===== src/hdl/pulse_width_bit_time_decoder_unit_assert.svh =====
// ----------------------------------------------------------------------------
// Pulse width bit time decoder assertion macros
// Concurrent assertion forms used by the decoder result register.
// ----------------------------------------------------------------------------
`ifndef PULSE_WIDTH_BIT_TIME_DECODER_UNIT_ASSERT_SVH
`define PULSE_WIDTH_BIT_TIME_DECODER_UNIT_ASSERT_SVH

// Checks that a condition holds in the same cycle as its trigger.
`define PWBTD_ASSERT_NOW(lbl, trig, cond, msg) \
  lbl: assert property (@(posedge clk) disable iff (rst) (trig) |-> (cond)) \
    else $error(msg);

// Checks that a condition holds in the cycle after its trigger.
`define PWBTD_ASSERT_NEXT(lbl, trig, cond, msg) \
  lbl: assert property (@(posedge clk) disable iff (rst) (trig) |=> (cond)) \
    else $error(msg);

`endif


===== src/hdl/pwbtd_pkg.sv =====
// ----------------------------------------------------------------------------
// Pulse width bit time decoder package
// Constants and the result request type shared by the decoder modules.
// ----------------------------------------------------------------------------
package pwbtd_pkg;

  localparam int MaxDurationsDefault = 131;
  localparam int StartSkip = 2;
  localparam int GroupLen = 16;
  localparam int ByteWidth = 8;
  localparam int IndexWidth = 3;
  localparam int TotalWidth = 4;
  localparam int CountWidth = 8;

  typedef struct packed {
    logic                  has_result;
    logic [ByteWidth-1:0]  byte_value;
    logic                  byte_valid;
    logic [IndexWidth-1:0] byte_index;
    logic                  frame_end;
    logic [TotalWidth-1:0] byte_total;
  } result_t;

endpackage


===== src/hdl/pwbtd_decode.sv =====
// ----------------------------------------------------------------------------
// Pulse width bit time decoder, decode stage
// Frame state and the per-duration compare, shift and byte completion logic.
// ----------------------------------------------------------------------------
module pwbtd_decode #(
  parameter int MAX_DURATIONS = pwbtd_pkg::MaxDurationsDefault
) (
  input  logic                           clk,
  input  logic                           rst,
  input  logic                           accept,
  input  logic [pwbtd_pkg::ByteWidth-1:0] bit_time,
  input  logic                           frame_last,
  output pwbtd_pkg::result_t             result
);
  import pwbtd_pkg::*;

  localparam logic [CountWidth-1:0] MaxCount = CountWidth'(MAX_DURATIONS);
  localparam logic [CountWidth-1:0] SkipCount = CountWidth'(StartSkip);
  localparam logic [CountWidth-1:0] GroupMask = CountWidth'(GroupLen - 1);

  logic [CountWidth-1:0] duration_count, duration_count_next;
  logic [ByteWidth-1:0]  held_low_time, held_low_time_next;
  logic [ByteWidth-1:0]  bit_shift, bit_shift_next;
  logic [TotalWidth-1:0] bytes_done, bytes_done_next;
  logic [CountWidth-1:0] q;
  logic [ByteWidth-1:0]  shifted;
  logic                  got_byte;

  assign q = duration_count - SkipCount;
  assign shifted = {bit_shift[ByteWidth-2:0], (held_low_time > bit_time)};

  always_comb begin
    duration_count_next = duration_count;
    held_low_time_next = held_low_time;
    bit_shift_next = bit_shift;
    bytes_done_next = bytes_done;
    got_byte = 1'b0;
    result = '0;
    if (duration_count < MaxCount) begin
      duration_count_next = duration_count + 1'b1;
      if (duration_count >= SkipCount) begin
        if (!q[0]) begin
          held_low_time_next = bit_time;
        end else if ((q & GroupMask) == GroupMask) begin
          got_byte = 1'b1;
          result.byte_value = shifted;
          result.byte_index = bytes_done[IndexWidth-1:0];
          bytes_done_next = bytes_done + 1'b1;
          bit_shift_next = '0;
        end else begin
          bit_shift_next = shifted;
        end
      end
    end
    result.has_result = got_byte || frame_last;
    result.byte_valid = got_byte;
    result.frame_end = frame_last;
    if (frame_last) begin
      result.byte_total = bytes_done_next;
      duration_count_next = '0;
      held_low_time_next = '0;
      bit_shift_next = '0;
      bytes_done_next = '0;
    end
  end

  always_ff @(posedge clk) begin
    if (rst) begin
      duration_count <= '0;
      held_low_time <= '0;
      bit_shift <= '0;
      bytes_done <= '0;
    end else if (accept) begin
      duration_count <= duration_count_next;
      held_low_time <= held_low_time_next;
      bit_shift <= bit_shift_next;
      bytes_done <= bytes_done_next;
    end
  end

endmodule


===== src/hdl/pwbtd_out_reg.sv =====
// ----------------------------------------------------------------------------
// Pulse width bit time decoder, result register
// Holds one result request and parts the input side from the output stall.
// ----------------------------------------------------------------------------
module pwbtd_out_reg (
  input  logic                             clk,
  input  logic                             rst,
  input  logic                             in_valid,
  output logic                             in_stall,
  input  pwbtd_pkg::result_t               result,
  output logic                             out_valid,
  input  logic                             out_stall,
  output logic [pwbtd_pkg::ByteWidth-1:0]  byte_value,
  output logic                             byte_valid,
  output logic [pwbtd_pkg::IndexWidth-1:0] byte_index,
  output logic                             frame_end,
  output logic [pwbtd_pkg::TotalWidth-1:0] byte_total
);
  import pwbtd_pkg::*;

  `include "pulse_width_bit_time_decoder_unit_assert.svh"

  logic load;

  assign in_stall = out_valid && out_stall;
  assign load = in_valid && !in_stall && result.has_result;

  always_ff @(posedge clk) begin
    if (rst) begin
      out_valid <= 1'b0;
    end else if (load) begin
      out_valid <= 1'b1;
    end else if (!out_stall) begin
      out_valid <= 1'b0;
    end
  end

  always_ff @(posedge clk) begin
    if (load) begin
      byte_value <= result.byte_value;
      byte_valid <= result.byte_valid;
      byte_index <= result.byte_index;
      frame_end <= result.frame_end;
      byte_total <= result.byte_total;
    end
  end

  `PWBTD_ASSERT_NOW(a_result_has_content, out_valid, byte_valid || frame_end, "empty result")
  `PWBTD_ASSERT_NOW(a_total_only_at_end, out_valid && !frame_end, byte_total == '0, "stray total")
  `PWBTD_ASSERT_NEXT(a_load_shows, load, out_valid, "loaded result not shown")

endmodule


===== src/hdl/pulse_width_bit_time_decoder_unit.sv =====
// ----------------------------------------------------------------------------
// Pulse width bit time decoder unit
// Decodes a frame of measured bus phase durations into data bytes.
// ----------------------------------------------------------------------------
// The block accepts one duration request per cycle unless stalled. Each
// duration updates the frame state in the same cycle it is accepted, and any
// byte or frame end result appears on the output in the next cycle from a
// single result register. Input is stalled only while that register holds a
// result the output stalls; with no output stall, one duration per cycle.
module pulse_width_bit_time_decoder_unit #(
  parameter int MAX_DURATIONS = pwbtd_pkg::MaxDurationsDefault
) (
  input  logic                             clk,
  input  logic                             rst,
  input  logic                             in_valid,
  output logic                             in_stall,
  input  logic [pwbtd_pkg::ByteWidth-1:0]  bit_time,
  input  logic                             frame_last,
  output logic                             out_valid,
  input  logic                             out_stall,
  output logic [pwbtd_pkg::ByteWidth-1:0]  byte_value,
  output logic                             byte_valid,
  output logic [pwbtd_pkg::IndexWidth-1:0] byte_index,
  output logic                             frame_end,
  output logic [pwbtd_pkg::TotalWidth-1:0] byte_total
);
  import pwbtd_pkg::*;

  result_t result;
  logic    accept;

  assign accept = in_valid && !in_stall;

  pwbtd_decode #(
    .MAX_DURATIONS(MAX_DURATIONS)
  ) u_decode (
    .clk       (clk),
    .rst       (rst),
    .accept    (accept),
    .bit_time  (bit_time),
    .frame_last(frame_last),
    .result    (result)
  );

  pwbtd_out_reg u_out_reg (
    .clk       (clk),
    .rst       (rst),
    .in_valid  (in_valid),
    .in_stall  (in_stall),
    .result    (result),
    .out_valid (out_valid),
    .out_stall (out_stall),
    .byte_value(byte_value),
    .byte_valid(byte_valid),
    .byte_index(byte_index),
    .frame_end (frame_end),
    .byte_total(byte_total)
  );

endmodule

===== config.mk =====
export PLATFORM = sky130hd
export DESIGN_NAME = pulse_width_bit_time_decoder_unit
export DESIGN_NICKNAME = d
export VERILOG_FILES = /design/src/hdl/pwbtd_pkg.sv /design/src/hdl/pwbtd_decode.sv /design/src/hdl/pwbtd_out_reg.sv /design/src/hdl/pulse_width_bit_time_decoder_unit.sv
export VERILOG_INCLUDE_DIRS = /design/src /design/src/hdl
export SDC_FILE = /design/constraint.sdc
export NUM_CORES = 1
export LEC_CHECK = 0
export ABC_AREA = 1
export BUFFER_PORTS_ARGS = -buffer_cell sky130_fd_sc_hd__buf_2
export CAP_MARGIN = 20
export CORE_AREA = 2 2 73 75
export DETAILED_ROUTE_END_ITERATION = 8
export DIE_AREA = 0 0 75 77
export PLACE_DENSITY = 0.7
export SLEW_MARGIN = 20
export SYNTH_ARGS = -nofsm -noshare
export SYNTH_HDL_FRONTEND = slang
export SYNTH_SLANG_ARGS = --single-unit

===== constraint.sdc =====
create_clock -name clk -period 2.4 [get_ports clk]
set_clock_uncertainty 0.15 [all_clocks]
set_input_delay 0.24 -clock clk [delete_from_list [all_inputs] [get_ports clk]]
set_output_delay 0.24 -clock clk [all_outputs]
set_load 0.01 [all_outputs]

==> impl_results.md <==
- Endpoint of the worst setup timing path: u_out_reg.byte_value[6]$_SDFFCE_PN0P_
- Wire length the detailed router placed on met1: 2.09 mm
- Post-layout net count: 358
- Register cell area after layout: 1070 um2
- Total die area: 5780 um2
- Flop2flop setup slack: 0.23 ns
- Count of yosys warnings during synthesis: 0
- Period minus WS final: 2.17 ns
- Area Growth Syn to Fin: 15.3%
- Max-slew violation count: 0
- Fraction of the cycle the final worst path needs: 0.905
- Final GP Congestion: 0.834
- Placed wire-length estimate: 3.09 mm
- Worst-Skew Late Latency: 0.30 ns
- Register area share after synthesis: 0.460
- Maximum number of pins on one net before global-route repair: 26
- Most common cell type on the critical path: sky130_fd_sc_hd__inv_1
- CTS tree: built
- Worst vdd rail ir drop: 0.274 mV
- Run status: finished, final reports clean
- Fraction of layout instances using a drive strength above 1: 0.193
- Class of the most critical hold timing path: input pin to flop
- Placement Rows: 26
- Total congestion overflow after global routing: 0
- Design Area, Final: 2680 um2
- Number of register bits inferred by synthesis: 45
- Synthesized area per cell: 7.89 um2
- Worst rel slew slack: 0.693
- Global-route wire length before repair: 7.20 mm
- Count of filler cells inserted in the layout: 490
- Commonest cells after routing, fill and taps aside: 68 x sky130_fd_sc_hd__nand2_1, 43 x sky130_fd_sc_hd__inv_1, 33 x sky130_fd_sc_hd__nor2_1
- Critical Setup Path Class: flop to flop
- Antenna cells: 0
- Average wire length per cell after detail routing: 10.5 um
- Violation count after the first detailed-route iteration: 85
- Unique cell type count in the Yosys netlist: 32
- X dimension of the die: 75 um
- Top fanout value on the critical path: 17
- Origin of the critical flop-to-flop path: u_decode.duration_count[2]$_SDFFE_PP0P_
- Number of setup violations in the final report: 0
- Die Y-Extent: 77 um
- Leak pwr: 1.14 nW
- Crit Reg-Reg Endpoint: u_out_reg.byte_value[6]$_SDFFCE_PN0P_
- Number of global-route vias before repair: 1670
- Number of hold-slack violations in the final timing report: 0
- Type of origin of the critical path: flop
- Remaining DRCs: 0
- Critical path's largest stage delay: 0.42 ns
- Crit. End Element: flop
- Met3 routed WL: 126 um
- Max-cap viol count: 0
- Setup bufs post-CTS: 0
- Critical path, cell by cell: inv_1, ha_1, nor2_1, nand4_1, nor2_4, nand2_2, inv_2, o21ai_1, inv_1, buf_12
- Net count after synthesis: 322
- Overall routed net length: 4.21 mm
- Number of ports placed on the die boundary: 32
- CTS hold repair buffers: 0
- Starting density of the core: 0.468
- Port-buffer cells: 31
- Clock sink count: 45
- Footprint of the multi-input gates: 1050 um2
- Power per cell area: 553 nW/um2
- Most common cell after layout, fill and taps aside: sky130_fd_sc_hd__nand2_1
- F_max: 461 MHz
- Core ar.: 4980 um2
- Drt pass-1 iters: 6
- Slowest CP cell: sky130_fd_sc_hd__dfxtp_1
- Met2 WL post-DR: 1.95 mm
- Buffer cell driving the clock tree root: sky130_fd_sc_hd__clkbuf_8
- Number of cells on the worst reg-to-reg path: 10
- Initial antenna violation count: 0
- Critical path data arrival time: 2.04 ns
- Clock Path Buffers: 2
- Worst setup path startpoint: u_decode.duration_count[2]$_SDFFE_PP0P_
- Area of the mapped netlist: 2330 um2
- Cell count after synthesis: 295
- Remaining number of nets flagged by the antenna check after routing: 0
- RSZ-0062 raised after global routing: no
- H-tree levels: 2
- Endpoint required time on the critical path: 2.27 ns
- Top sig layer: met4
- Actual transition at the worst max-transition pin: 0.461 ns
- DR vias: 1859
- Final setup TNS: 0 ns
- Vias per cell: 4.62
- Post-DP Area: 2590 um2
- Overall Global Routing Usage: 0.157
- Clock edge transition at the registers on the reported setup and hold paths: 0.09 ns
- Number of buffers created by CTS: 5
==> metrics by stage <==
step | std cells | power [mW] | hold WS, ns | utilization | worst slack [ns]
floorplan | 295 | 0.970 | 0.189 | - | 0.138
global placement | 394 | 1.02 | 0.306 | 0.520 | 0.228
detailed placement | 394 | 1.03 | 0.314 | 0.520 | 0.177
CTS | 402 | 1.50 | 0.0829 | 0.538 | 0.161
global route | 402 | 1.56 | 0.102 | 0.539 | 0.0237
finish | 402 | 1.49 | 0.0849 | 0.539 | 0.229
==> per-layer routing <==
| layer | track usage | vias to the layer above |
|---|---|---|
| met5 | 0 | - |
| met4 | 0.0500 | 0 |
| met3 | 0.0355 | 3 |
| met2 | 0.248 | 24 |
| met1 | 0.210 | 818 |
| li1 | - | 1014 |
==> cell usage after synthesis <==
cell,number,share of area
sky130_fd_sc_hd__o21ai_0,8,0.017
sky130_fd_sc_hd__o21a_1,1,0.0032
sky130_fd_sc_hd__edfxtp_1,17,0.22
sky130_fd_sc_hd__a31o_2,1,0.0038
sky130_fd_sc_hd__inv_4,1,0.0027
sky130_fd_sc_hd__a21oi_1,26,0.056
sky130_fd_sc_hd__nor2_2,4,0.011
sky130_fd_sc_hd__nor3_1,2,0.0043
sky130_fd_sc_hd__nor2_4,1,0.0048
sky130_fd_sc_hd__clkbuf_1,3,0.0048
sky130_fd_sc_hd__nand2_1,68,0.11
sky130_fd_sc_hd__o21ai_1,5,0.011
sky130_fd_sc_hd__nand3_2,1,0.0043
sky130_fd_sc_hd__nand2_4,2,0.0097
sky130_fd_sc_hd__o21bai_1,1,0.0032
sky130_fd_sc_hd__nand4_1,4,0.011
sky130_fd_sc_hd__nor3b_1,1,0.0032
sky130_fd_sc_hd__nand3_1,14,0.030
sky130_fd_sc_hd__buf_1,1,0.0016
sky130_fd_sc_hd__nand2_2,3,0.0081
sky130_fd_sc_hd__o21ai_4,2,0.014
sky130_fd_sc_hd__buf_2,2,0.0043
sky130_fd_sc_hd__o21ai_2,2,0.0075
sky130_fd_sc_hd__inv_2,3,0.0048
sky130_fd_sc_hd__xnor2_1,1,0.0038
sky130_fd_sc_hd__ha_1,14,0.075
sky130_fd_sc_hd__clkinv_1,1,0.0016
sky130_fd_sc_hd__inv_1,43,0.069
sky130_fd_sc_hd__xor2_1,1,0.0038
sky130_fd_sc_hd__nor2_1,33,0.053
sky130_fd_sc_hd__dfxtp_1,28,0.24
sky130_fd_sc_hd__nand3b_1,1,0.0032
==> how the worst min path moves through the flow <==
stage | start | end | slack [ns] | cells after the start
final | out_stall | u_out_reg.out_valid$_SDFFE_PP0P_ | 0.08 | 3
after CTS | out_stall | u_out_reg.out_valid$_SDFFE_PP0P_ | 0.08 | 3
after floorplan | frame_last | u_out_reg.frame_end$_DFFE_PP_ | 0.19 | 0
after detailed placement | u_decode.bit_shift[6]$_SDFFE_PP0P_ | u_decode.bit_shift[6]$_SDFFE_PP0P_ | 0.31 | 2
after global routing | out_stall | u_out_reg.out_valid$_SDFFE_PP0P_ | 0.10 | 3
after global placement | u_decode.bit_shift[6]$_SDFFE_PP0P_ | u_decode.bit_shift[6]$_SDFFE_PP0P_ | 0.31 | 2
==> cells by family (layout without fill, tap and decap cells) <==
logic type / Yosys count / count (layout) / share of synthesized area
simple gates: 134 / 134 / 0.252
xor+xnor: 2 / 2 / 0.00753
buf+inv: 54 / 91 / 0.0892
compound gates: 46 / 46 / 0.116
fa+ha+maj: 14 / 14 / 0.0753
flops: 45 / 45 / 0.460
==> critical path, delay by kind of cell, from the launching register on <==
kind,cells,cell delay [ns]
AND/OR/NAND/NOR,4,0.53
AO/OA/AOI/OAI,1,0.08
flip-flops,1,0.42
adder cells (fa/ha/maj),1,0.28
buffers and inverters,4,0.41
==> what timing repair did <==
| item | CTS | global route |
|---|---|---|
| setup endpoints to repair | 0 | 17 |
| gates resized for setup | 0 | 2 |
| hold endpoints to repair | 0 | 0 |
==> power breakdown <==
part / switching, mW / leakage (nW) / internal, mW / total [mW]
Clock: 0.269 / 0.0445 / 0.207 / 0.476
Combinational: 0.116 / 0.706 / 0.0669 / 0.183
Sequential: 0.0118 / 0.392 / 0.814 / 0.826
Total: 0.397 / 1.14 / 1.09 / 1.49
==> registers in the layout, indices dropped and copies added, names as in the netlist <==
register,flops
u_out_reg.out_valid,1
u_out_reg.byte_index,3
u_decode.bit_shift,7
u_out_reg.byte_valid,1
u_decode.held_low_time,8
u_out_reg.byte_total,4
u_out_reg.byte_value,8
u_out_reg.frame_end,1
u_decode.bytes_done,4
u_decode.duration_count,8
==> layout make-up <==
class                      instances  area share
sequential                        45       0.400
multi-input combinational        196       0.393
timing repair buffer              35      0.0737
inverter                          48      0.0681
tap                               70      0.0326
clock buffer                       5      0.0256
clock inverter                     3     0.00793
Note: power is estimated with default switching activity, not from simulation.
